--- config.mk ---
export PLATFORM = sky130hd
export DESIGN_NAME = hbs_core
export DESIGN_NICKNAME = d
export VERILOG_FILES = /design/src/rtl/heightmap_bilinear_sampler_assert.svh /design/src/rtl/hbs_pkg.sv /design/src/rtl/hbs_mul.sv /design/src/rtl/hbs_core.sv
export SDC_FILE = /design/constraint.sdc
export NUM_CORES = 2
export LEC_CHECK = 0
export BUFFER_PORTS_ARGS = -buffer_cell sky130_fd_sc_hd__buf_4
export CAP_MARGIN = 20
export CORE_MARGIN = 5
export CORE_UTILIZATION = 30
export DETAILED_ROUTE_END_ITERATION = 6
export HOLD_SLACK_MARGIN = 0.12
export PLACE_DENSITY = 0.48
export SLEW_MARGIN = 20
export SYNTH_ARGS = -nofsm -noshare
export SYNTH_HDL_FRONTEND = slang
export SYNTH_HIERARCHICAL = 1
export SYNTH_SLANG_ARGS = --single-unit
--- constraint.sdc ---
create_clock -name i_clk -period 18.5 [get_ports i_clk]
set_input_delay 1.85 -clock i_clk [delete_from_list [all_inputs] [get_ports i_clk]]
set_output_delay 1.85 -clock i_clk [all_outputs]
set_load 0.02 [all_outputs]
--- src/rtl/heightmap_bilinear_sampler_assert.svh ---
// Assertion macros for the height grid sampler top level.
// Depends on nothing; included by the files that carry assertions.
`ifndef HEIGHTMAP_BILINEAR_SAMPLER_ASSERT_SVH
`define HEIGHTMAP_BILINEAR_SAMPLER_ASSERT_SVH

// Same-cycle implication, disabled while reset is low.
`define HBS_ASSERT_IMP(label, clk, rst_n, ante, cons) \
    label: assert property (@(posedge clk) disable iff (!rst_n) (ante) |-> (cons)) \
        else $error("hbs: same-cycle implication failed");

// Next-cycle implication, disabled while reset is low.
`define HBS_ASSERT_NEXT(label, clk, rst_n, ante, cons) \
    label: assert property (@(posedge clk) disable iff (!rst_n) (ante) |=> (cons)) \
        else $error("hbs: next-cycle implication failed");

`endif

--- src/rtl/hbs_pkg.sv ---
// Shared types and constants of the height grid sampler.
// Depends on nothing; imported by the core and the top level.
package hbs_pkg;

    localparam int HEIGHT_W  = 24;
    localparam int COORD_W   = 18;
    localparam int DIST_W    = 16;
    localparam int OP_W      = 2;
    localparam int IDX_W     = 8;
    localparam int CFG_W     = 9;
    localparam int CFG_IDX_W = 2;

    localparam int HBS_MAX_COLS = 256;
    localparam int HBS_MAX_ROWS = 256;

    // Shared multiplier operand and product widths.
    localparam int MUL_A_W = 26;
    localparam int MUL_B_W = 18;
    localparam int MUL_P_W = MUL_A_W + MUL_B_W;

    // Operation codes.
    localparam logic [OP_W-1:0] OP_WRITE  = 2'd0;
    localparam logic [OP_W-1:0] OP_SAMPLE = 2'd1;
    localparam logic [OP_W-1:0] OP_DERIV  = 2'd2;

    // Configuration register indexes.
    localparam logic [CFG_IDX_W-1:0] CFG_GRID_COLS = 2'd0;
    localparam logic [CFG_IDX_W-1:0] CFG_GRID_ROWS = 2'd1;

    localparam logic [CFG_W-1:0] CFG_SIZE_RESET = 9'd256;

    // Height 10.0 in Q15.8.
    localparam logic [HEIGHT_W-1:0] HEIGHT_RESET = 24'd2560;

    typedef struct packed {
        logic                      deriv;
        logic signed [COORD_W-1:0] u;
        logic signed [COORD_W-1:0] v;
        logic [DIST_W-1:0]         d;
    } t_job;

    typedef struct packed {
        logic busy;
        logic done;
    } t_core_status;

    typedef struct packed {
        logic signed [HEIGHT_W-1:0] height;
        logic signed [HEIGHT_W-1:0] slope_u;
        logic signed [HEIGHT_W-1:0] slope_v;
    } t_result;

endpackage

--- src/rtl/hbs_mul.sv ---
// Shared signed multiplier with a registered product.
// Depends on hbs_pkg for the operand widths.
module hbs_mul import hbs_pkg::*; (
    input  logic                      i_clk,
    input  logic signed [MUL_A_W-1:0] i_a,
    input  logic signed [MUL_B_W-1:0] i_b,
    output logic signed [MUL_P_W-1:0] o_p
);

    logic signed [MUL_P_W-1:0] r_p;

    // One multiplication per cycle, product registered.
    always_ff @(posedge i_clk) begin
        r_p <= MUL_P_W'(i_a) * MUL_P_W'(i_b);
    end

    assign o_p = r_p;

endmodule

--- src/rtl/hbs_core.sv ---
// Sequencer and datapath for bilinear samples and central differences.
// Depends on hbs_pkg and hbs_mul; reads the grid through an external RAM port.
module hbs_core import hbs_pkg::*; #(
    parameter int MAX_COLS = HBS_MAX_COLS,
    parameter int MAX_ROWS = HBS_MAX_ROWS
) (
    input  logic                                          i_clk,
    input  logic                                          i_rst_n,
    input  logic                                          i_start,
    input  t_job                                          i_job,
    input  logic [$clog2(MAX_COLS)-1:0]                   i_cols_m1,
    input  logic [$clog2(MAX_ROWS)-1:0]                   i_rows_m1,
    output logic [$clog2(MAX_COLS)+$clog2(MAX_ROWS)-1:0]  o_rd_addr,
    input  logic [HEIGHT_W-1:0]                           i_rd_data,
    input  logic                                          i_out_free,
    output t_core_status                                  o_status,
    output t_result                                       o_result
);

    localparam int XW    = $clog2(MAX_COLS);
    localparam int YW    = $clog2(MAX_ROWS);
    localparam int ACC_W = 60;
    localparam int A_W   = 42;
    localparam logic signed [ACC_W-1:0] ACC_HALF = 60'sh0000_0008_0000_000;
    localparam logic signed [COORD_W:0] COORD_HI = 19'sd131071;
    localparam logic signed [COORD_W:0] COORD_LO = -19'sd131072;

    typedef enum logic [3:0] {
        S_IDLE, S_MU, S_MV, S_FY, S_R00, S_R10, S_R01, S_R11,
        S_MA, S_MB, S_DF, S_ML, S_MH, S_ACC, S_DIF, S_DONE
    } t_state;

    t_state                     r_state;
    t_job                       r_job;
    logic [1:0]                 r_k;
    logic [XW-1:0]              r_x0, r_x1;
    logic [YW-1:0]              r_y0, r_y1;
    logic [15:0]                r_tx, r_ty;
    logic signed [HEIGHT_W-1:0] r_h00, r_h10, r_h01, r_h11;
    logic signed [A_W-1:0]      r_a, r_d;
    logic signed [ACC_W-1:0]    r_acc;
    logic signed [HEIGHT_W-1:0] r_first;
    logic signed [HEIGHT_W-1:0] r_height, r_slope_u, r_slope_v;

    logic signed [MUL_A_W-1:0]  w_mul_a;
    logic signed [MUL_B_W-1:0]  w_mul_b;
    logic signed [MUL_P_W-1:0]  w_prod;
    logic signed [COORD_W-1:0]  w_su, w_sv;
    logic signed [COORD_W:0]    w_d19;
    logic signed [15:0]         w_i0, w_i1;
    logic [15:0]                w_frac;
    logic signed [HEIGHT_W-1:0] w_val;

    // Saturate a 19-bit coordinate sum to the Q2.16 range.
    function automatic logic signed [COORD_W-1:0] sat_coord(logic signed [COORD_W:0] s);
        logic signed [COORD_W-1:0] res;
        if (s > COORD_HI) begin
            res = COORD_HI[COORD_W-1:0];
        end else if (s < COORD_LO) begin
            res = COORD_LO[COORD_W-1:0];
        end else begin
            res = s[COORD_W-1:0];
        end
        return res;
    endfunction

    // Clamp a signed neighbor index to 0..hi.
    function automatic logic [15:0] clamp_idx(logic signed [15:0] x, logic [15:0] hi);
        logic [15:0] res;
        if (x < 16'sd0) begin
            res = 16'd0;
        end else if ($unsigned(x) > hi) begin
            res = hi;
        end else begin
            res = $unsigned(x);
        end
        return res;
    endfunction

    // Difference of two heights saturated to 24 bits.
    function automatic logic signed [HEIGHT_W-1:0] sat_diff(
        logic signed [HEIGHT_W-1:0] a,
        logic signed [HEIGHT_W-1:0] b
    );
        logic signed [HEIGHT_W:0]   s;
        logic signed [HEIGHT_W-1:0] res;
        s = HEIGHT_W'(0) + ((HEIGHT_W+1)'(a) - (HEIGHT_W+1)'(b));
        if (s[HEIGHT_W] != s[HEIGHT_W-1]) begin
            res = s[HEIGHT_W] ? {1'b1, {(HEIGHT_W-1){1'b0}}} : {1'b0, {(HEIGHT_W-1){1'b1}}};
        end else begin
            res = s[HEIGHT_W-1:0];
        end
        return res;
    endfunction

    // Coordinates of the current sample; derivative samples are offset and saturated.
    always_comb begin
        w_d19 = $signed({3'b000, r_job.d});
        w_su  = r_job.u;
        w_sv  = r_job.v;
        if (r_job.deriv) begin
            case (r_k)
                2'd0:    w_su = sat_coord((COORD_W+1)'(r_job.u) - w_d19);
                2'd1:    w_su = sat_coord((COORD_W+1)'(r_job.u) + w_d19);
                2'd2:    w_sv = sat_coord((COORD_W+1)'(r_job.v) - w_d19);
                default: w_sv = sat_coord((COORD_W+1)'(r_job.v) + w_d19);
            endcase
        end
    end

    // Operand selection for the shared multiplier.
    always_comb begin
        w_mul_a = '0;
        w_mul_b = '0;
        case (r_state)
            S_MU: begin
                w_mul_a = MUL_A_W'(w_su);
                w_mul_b = $signed(MUL_B_W'(i_cols_m1));
            end
            S_MV: begin
                w_mul_a = MUL_A_W'(w_sv);
                w_mul_b = $signed(MUL_B_W'(i_rows_m1));
            end
            S_MA: begin
                w_mul_a = MUL_A_W'((HEIGHT_W+1)'(r_h10) - (HEIGHT_W+1)'(r_h00));
                w_mul_b = $signed({2'b00, r_tx});
            end
            S_MB: begin
                w_mul_a = MUL_A_W'((HEIGHT_W+1)'(r_h11) - (HEIGHT_W+1)'(r_h01));
                w_mul_b = $signed({2'b00, r_tx});
            end
            S_ML: begin
                w_mul_a = $signed({5'b00000, r_d[20:0]});
                w_mul_b = $signed({2'b00, r_ty});
            end
            S_MH: begin
                w_mul_a = MUL_A_W'($signed(r_d[A_W-1:21]));
                w_mul_b = $signed({2'b00, r_ty});
            end
            default: begin
                w_mul_a = '0;
                w_mul_b = '0;
            end
        endcase
    end

    hbs_mul u_mul (
        .i_clk (i_clk),
        .i_a   (w_mul_a),
        .i_b   (w_mul_b),
        .o_p   (w_prod)
    );

    // Floor and ceil neighbors of a scaled coordinate held in the product.
    assign w_frac = w_prod[15:0];
    assign w_i0   = $signed(w_prod[31:16]);
    assign w_i1   = w_i0 + $signed({15'd0, (w_frac != 16'd0)});

    // Rounded sample value: bits 55:32 of the scaled sum.
    assign w_val = r_acc[55:32];

    // Grid read address for each of the four neighbor reads.
    always_comb begin
        case (r_state)
            S_R10:   o_rd_addr = {r_x1, r_y0};
            S_R01:   o_rd_addr = {r_x0, r_y1};
            S_R11:   o_rd_addr = {r_x1, r_y1};
            default: o_rd_addr = {r_x0, r_y0};
        endcase
    end

    // Sequencer state and datapath registers.
    always_ff @(posedge i_clk) begin
        if (!i_rst_n) begin
            r_state <= S_IDLE;
            r_k     <= 2'd0;
        end else begin
            unique case (r_state)
                S_IDLE: begin
                    if (i_start) begin
                        r_job   <= i_job;
                        r_k     <= 2'd0;
                        r_state <= S_MU;
                    end
                end
                S_MU: begin
                    r_state <= S_MV;
                end
                S_MV: begin
                    r_x0    <= XW'(clamp_idx(w_i0, 16'(i_cols_m1)));
                    r_x1    <= XW'(clamp_idx(w_i1, 16'(i_cols_m1)));
                    r_tx    <= w_frac;
                    r_state <= S_FY;
                end
                S_FY: begin
                    r_y0    <= YW'(clamp_idx(w_i0, 16'(i_rows_m1)));
                    r_y1    <= YW'(clamp_idx(w_i1, 16'(i_rows_m1)));
                    r_ty    <= w_frac;
                    r_state <= S_R00;
                end
                S_R00: begin
                    r_state <= S_R10;
                end
                S_R10: begin
                    r_h00   <= $signed(i_rd_data);
                    r_state <= S_R01;
                end
                S_R01: begin
                    r_h10   <= $signed(i_rd_data);
                    r_state <= S_R11;
                end
                S_R11: begin
                    r_h01   <= $signed(i_rd_data);
                    r_state <= S_MA;
                end
                S_MA: begin
                    r_h11   <= $signed(i_rd_data);
                    r_state <= S_MB;
                end
                S_MB: begin
                    // First row blend: h00 scaled plus tx times the row step.
                    r_a     <= (A_W'(r_h00) <<< 16) + A_W'(w_prod);
                    r_state <= S_DF;
                end
                S_DF: begin
                    // Second row blend minus the first one.
                    r_d     <= (A_W'(r_h01) <<< 16) + A_W'(w_prod) - r_a;
                    r_state <= S_ML;
                end
                S_ML: begin
                    r_state <= S_MH;
                end
                S_MH: begin
                    // Low partial product of ty times the row difference, plus rounding.
                    r_acc   <= (ACC_W'(r_a) <<< 16) + ACC_HALF + ACC_W'(w_prod);
                    r_state <= S_ACC;
                end
                S_ACC: begin
                    r_acc   <= r_acc + (ACC_W'(w_prod) <<< 21);
                    r_state <= S_DIF;
                end
                S_DIF: begin
                    if (!r_job.deriv) begin
                        r_height  <= w_val;
                        r_slope_u <= '0;
                        r_slope_v <= '0;
                        r_state   <= S_DONE;
                    end else begin
                        r_height <= '0;
                        case (r_k)
                            2'd1:    r_slope_u <= sat_diff(r_first, w_val);
                            2'd3:    r_slope_v <= sat_diff(r_first, w_val);
                            default: r_first   <= w_val;
                        endcase
                        if (r_k == 2'd3) begin
                            r_state <= S_DONE;
                        end else begin
                            r_k     <= r_k + 2'd1;
                            r_state <= S_MU;
                        end
                    end
                end
                S_DONE: begin
                    if (i_out_free) begin
                        r_state <= S_IDLE;
                    end
                end
                default: begin
                    r_state <= S_IDLE;
                end
            endcase
        end
    end

    assign o_status.busy    = (r_state != S_IDLE);
    assign o_status.done    = (r_state == S_DONE) && i_out_free;
    assign o_result.height  = r_height;
    assign o_result.slope_u = r_slope_u;
    assign o_result.slope_v = r_slope_v;

endmodule

* Yosys cells after proc, flatten, opt, wreduce, memory -nomap -nowiden *
Cells that the tools add are included.
W data, S select, Z words.

operators by class
  add/sub/neg operators = 15
  multipliers = 1
  magnitude comparators = 14
  equal/unequal tests = 25
  mux-type cells = 33
  bitwise gates (word level) = 1
  reduce and logical (&&, ||, !) cells = 27

operator list
  kind                      number
  $mux W18                  10
  $pmux W26 S6              1
  $pmux W60 S2              1
  $mux W24                  4
  $add A40 B42 Y42          2
  $gt A19 B18 Y1 const B    4
  $lt A19 B18 Y1 const B    4
  $sub A24 B24 Y25          3
  $pmux W18 S2              2
  $gt A16 B8 Y1             4
  $pmux W16 S4              1
  $pmux W4 S16              1
  $add A59 B43 Y60          1
  $add A60 B60 Y60          1
  $add A58 B33 Y59 const B  1
  $pmux W16 S3              1
  $mul A26 B17 Y43          1
  $sub A42 B42 Y42          1
  $add A18 B17 Y19          2
  $sub A18 B17 Y19          2
  $eq A4 B4 Y1 const B      8
  $lt A16 B1 Y1 const B     2
  $mux W8                   4
  $reduce_and A2 Y1         11
  23 further kinds          44

word-level totals
  flip-flop bits (word level) = 502
  input port bits = 97
  output and inout port bits = 90
  logic and storage cells = 140

* Logic depth before layout (Yosys ltp) *
  depth after elaboration = 8
  depth in mapped cells = 40
  gate-level depth less buffers = 37

* Modules after synthesis *
The synthesis kept the hierarchy.

modules (own cells, without submodules)
  module    instances  cells each  area each (µm²)  sequential area each (µm²)
  hbs_core  1          3182        32025.7          12972.4
  hbs_mul   1          1904        17399.2          880.8

* Least setup slack after synthesis *
Ideal clock, no wire load.

  path type = register to register
  start point = register r_job[1] in the netlist's numbering
  end point = register, netlist name u_mul/o_p[43]
  library setup time = 0.103 ns
  data arrival time = 8.900 ns
  data required time = 18.397 ns
  slack = 9.497 ns
  cell stages (with the launch flop) = 36
  buffers on the path = 1
  clock period less this slack = 9.003 ns
  cell sequence = edfxtp_1 -> inv_1 -> fa_1 -> nor2_1 -> o221ai_1 -> a21oi_1 -> a21oi_1 -> o31ai_1 -> a221o_1 -> nand4_1 -> a32oi_1 -> a21boi_1 -> nand4_1 -> clkbuf_1 -> nand2_1 -> inv_1 -> fa_1 -> fa_1 -> inv_1 -> fa_1 -> inv_1 -> fa_1 -> fa_1 -> inv_1 -> fa_1 -> inv_1 -> ha_1 -> a21o_1 -> a21o_1 -> a21oi_2 -> or4b_1 -> o21ai_2 -> a21oi_2 -> o31ai_4 -> mux2i_1 -> a2111oi_2

on the way
  word-level cells in the longest chain between the ends = 8
  elaborated cells between the ends (all ways) = 26
  those cells by class = add/sub: 4; mul: 1; order compare: 8; mux: 13

RTL lines
  what                                      RTL line         RTL
  from (decl)                               hbs_core.sv:34   t_job r_job;
  from (signal assigned)                    hbs_core.sv:181  r_job <= i_job;
  $add A18 B17 Y19 (tied with other cells)  hbs_core.sv:106  default: w_sv = sat_coord((COORD_W+1)'(r_job.v) + w_d19);
  $lt A19 B18 Y1                            hbs_core.sv:59   end else if (s < COORD_LO) begin
  $mux W18                                  hbs_core.sv:59
  $mux W18                                  hbs_core.sv:57   if (s > COORD_HI) begin
  $pmux W18 S2                              hbs_core.sv:102  case (r_k)
  $mux W18                                  hbs_core.sv:101  if (r_job.deriv) begin
  $pmux W26 S6 (*)                          hbs_core.sv:115  case (r_state)
  net w_mul_a[24]                           hbs_core.sv:45   logic signed [MUL_A_W-1:0] w_mul_a;
  $mul A26 B17 Y43 (*)                      hbs_mul.sv:14    r_p <= MUL_P_W'(i_a) * MUL_P_W'(i_b);

The timed path passes the listed nets; every way through them passes the cells marked *.
A chain may end at the register's enable or synchronous reset.

* Worst setup path after layout *
  start point = register r_job[16] in the netlist's numbering
  end point = register, netlist name u_mul/o_p[42]

on the way
  word-level cells in the longest chain between the ends = 8
  elaborated cells between the ends (all ways) = 14
  those cells by class = add/sub: 2; mul: 1; order compare: 4; mux: 7

RTL lines
  what                                                  RTL line
  $add A18 B17 Y19 or $sub A18 B17 Y19 (tied branches)  hbs_core.sv:106, hbs_core.sv:105
  $lt A19 B18 Y1                                        hbs_core.sv:59
  $mux W18                                              hbs_core.sv:59
  $mux W18                                              hbs_core.sv:57
  $pmux W18 S2 (*)                                      hbs_core.sv:102
  $mux W18 (*)                                          hbs_core.sv:101
  $pmux W26 S6 (*)                                      hbs_core.sv:115
  net w_mul_a[16]                                       hbs_core.sv:45
  $mul A26 B17 Y43 (*)                                  hbs_mul.sv:14

Marks and branches as above.

==> out/qor.csv <==
metric,value,unit
status,"complete, no violations",
"EDFF count, synth",428,
Critical Path Fanout Max,18,
final WL,162000,um
Synth async-reset ratio,0,%
setup violators final,0,
Non-Filler Instances,7508,
Fmax,92.4,MHz
drt via density,4.99,
hold_sp,r_acc[46],
Initial DRT Pass Iterations,7,
nets,6335,
Seq cells post-synth,478,
die area,173000,um^2
Max IR drop VDD,0.0000851,V
Rows,149,
PnR Total Power,5610,uW
Die X-Extent,416,um
port bufs,186,
Clock Latency Late Sink,680,ps
clk slew on worst S/H paths,60,ps
Final Util,33.8,%
fill count,17000,
max-cap viol count,0,
Arrival @ worst endpoint,11430,ps
"leading cell type in the layout, fill and taps excluded",inv_1,
Mapped Cells,5086,
CTS Buffer Depth,3,
Layout area overhead,12.5,%
Crit Path Category,reg -> reg,
Die H,416,um
Post-Syn Area per Cell,9.72,um^2
Final GP Congestion,0.915,
Avg WL per Cell,21.6,um
antenna violations before repair,8,
CTS H-Tree Depth,2,
area of the core,164000,um^2
Post-Syn Area,49400,um^2
number of global-route vias before repair,38200,
hpwl dp,129000,um
clock root buffer,clkbuf_16,
DRC,0,
CP max stage delay,770,ps
fin crit share,58.5,%
total grt overflow,0,
CTS tree,yes,
Synthesis Warnings,6,
Slowest cell on crit path,o311ai_0,
dpl cells,7402,
Setup Buffers After CTS,0,
largest net degree at the start of global routing,55,
CTS resizes,0,
first-pass GRT wire length,244000,um
CP startpoint kind,flop,
Worst-Margin Slew,1090,ps
setup TNS,0,ps
Max Transition Viols Final,0,
clock sink count,478,
io pins,187,
"Primary FF master, synth",edfxtp_1,
Pleak,0.0245,uW
Critical Path RT,19110,ps
most frequent cells in the layout,"825 x inv_1, 492 x fa_1, 473 x ha_1",
Worst Setup End Kind,flop,
pwr/cell area,101,nW/um^2
Inserted Clock Buffers,57,
Overall Global Routing Usage,18.4,%
hold buffers post-CTS,0,
CP most frequent cell,fa_1,
CP startpoint,r_job[16],
via count,37500,
Layout Skew,33.7,ps
layout cells sized above 1,8.13,%
First DRT Iteration DRCs,2825,
final hold vios,0,
Worst Hold Class,reg -> reg,
unrepaired setup endpoints after global routing,false,
post-synth cell types,99,
register area share after synthesis,28.0,%
Tmin final,10820,ps
Relative slew margins,26.2,%
Final ANT Viol Nets,0,
R2R Path Start,r_job[16],
initial core utilization,30.1,%
## kinds of logic (layout without fill, tap and decap cells)
kind of cell	Yosys count	count (layout)	synth area share [%]
muxes	47	47	0.992
adders and majority gates	965	965	31.9
DFF	478	478	28.0
buffers and inverters	985	1197	7.54
xor gates and xnor gates	260	260	4.61
other	1	22	0.00759
and+or+nand+nor	1310	1310	12.7
AOI/OAI and AO/OA	1040	1040	14.2
## path summary, 6_finish.rpt
check	endpoint	slack, ps	cells past startpoint
max	u_mul/o_p[42]	7680	36
min	r_first[14]	490	0
max reg2reg	u_mul/o_p[42]	7680	36
min reg2reg	r_first[14]	490	0
## through the flow
stage                     instance area, um^2  setup WS [ps]  hold WS, ps
after floorplan                         49500           9500          457
after global placement                  53700           7810          483
after detailed placement                53700           7890          492
after CTS                               55600           7840          509
after global routing                    55600           7030          502
final                                   55600           7680          490
## where the power goes
part / internal (uW) / switching, uW
registers: 1350 / 184
clock network: 644 / 490
logic: 1160 / 1790
total: 3150 / 2460
## cells in the mapped netlist (13+ instances only)
master | instances | share of area, %
mux2_2 | 16 | 0.36
clkbuf_1 | 139 | 1.1
nand2_1 | 466 | 3.5
mux2i_1 | 31 | 0.63
nor2_1 | 252 | 1.9
o31ai_1 | 14 | 0.21
a31oi_1 | 25 | 0.32
nand4_1 | 32 | 0.41
inv_1 | 825 | 6.3
edfxtp_1 | 428 | 26
a222oi_1 | 21 | 0.43
fa_1 | 492 | 20
a41oi_1 | 13 | 0.23
or3_1 | 26 | 0.33
o21ai_0 | 185 | 1.9
dfxtp_1 | 50 | 2.0
nand2b_1 | 67 | 0.85
a211o_1 | 19 | 0.34
o221ai_1 | 14 | 0.25
a211oi_1 | 48 | 0.73
a221oi_1 | 22 | 0.39
a21o_1 | 114 | 1.7
o21bai_1 | 29 | 0.44
ha_1 | 473 | 12
xor2_1 | 83 | 1.5
and3_1 | 30 | 0.38
and2_1 | 206 | 2.6
o211ai_1 | 41 | 0.62
xnor2_1 | 177 | 3.1
nor2b_1 | 43 | 0.54
nor3_1 | 70 | 0.71
nor4_1 | 13 | 0.16
nand3_1 | 64 | 0.65
o21a_1 | 47 | 0.71
a21oi_1 | 279 | 2.8
## cell type report
cell class	count	area, um^2	area share [%]
Multi-Input combinational cell	3640	32000	57.6
Tap cell	2189	2740	4.93
Sequential cell	478	13900	24.9
Inverter	828	3110	5.59
Clock inverter	27	302	0.542
Antenna cell	4	10.0	0.0180
Timing Repair Buffer	268	2010	3.62
Clock buffer	74	1540	2.78
## per-layer routing
metal	vias up	GRT usage (%)	share of wire [%]
met2	931	31.0	48
met4	0	4.30	2.4
met3	176	2.56	5.1
met5	-	0	0
met1	18800	24.9	45
li1	17600	-	-
## worst max-delay path, delay by kind of cell (launching register included)
family | cells | cell delay, ps
and+or+nand+nor | 3 | 660
xor gates and xnor gates | 1 | 130
DFF | 1 | 410
AOI/OAI and AO/OA | 16 | 4890
adders and majority gates | 9 | 3940
buffers and inverters | 7 | 690
## flip-flops by register name (all words and copies together), names as in the netlist
signal / flops
r_tx: 16
u_mul/o_p: 44
r_first: 24
r_ty: 16
r_h10: 24
r_h01: 24
r_h11: 24
r_h00: 24
r_x0: 8
r_d: 42
r_slope_u: 24
r_job: 53
r_y0: 8
r_x1: 8
r_y1: 8
r_k: 2
r_a: 42
r_state: 4
r_acc: 35
r_slope_v: 24
r_height: 24
(Power assumes the default switching activity.)
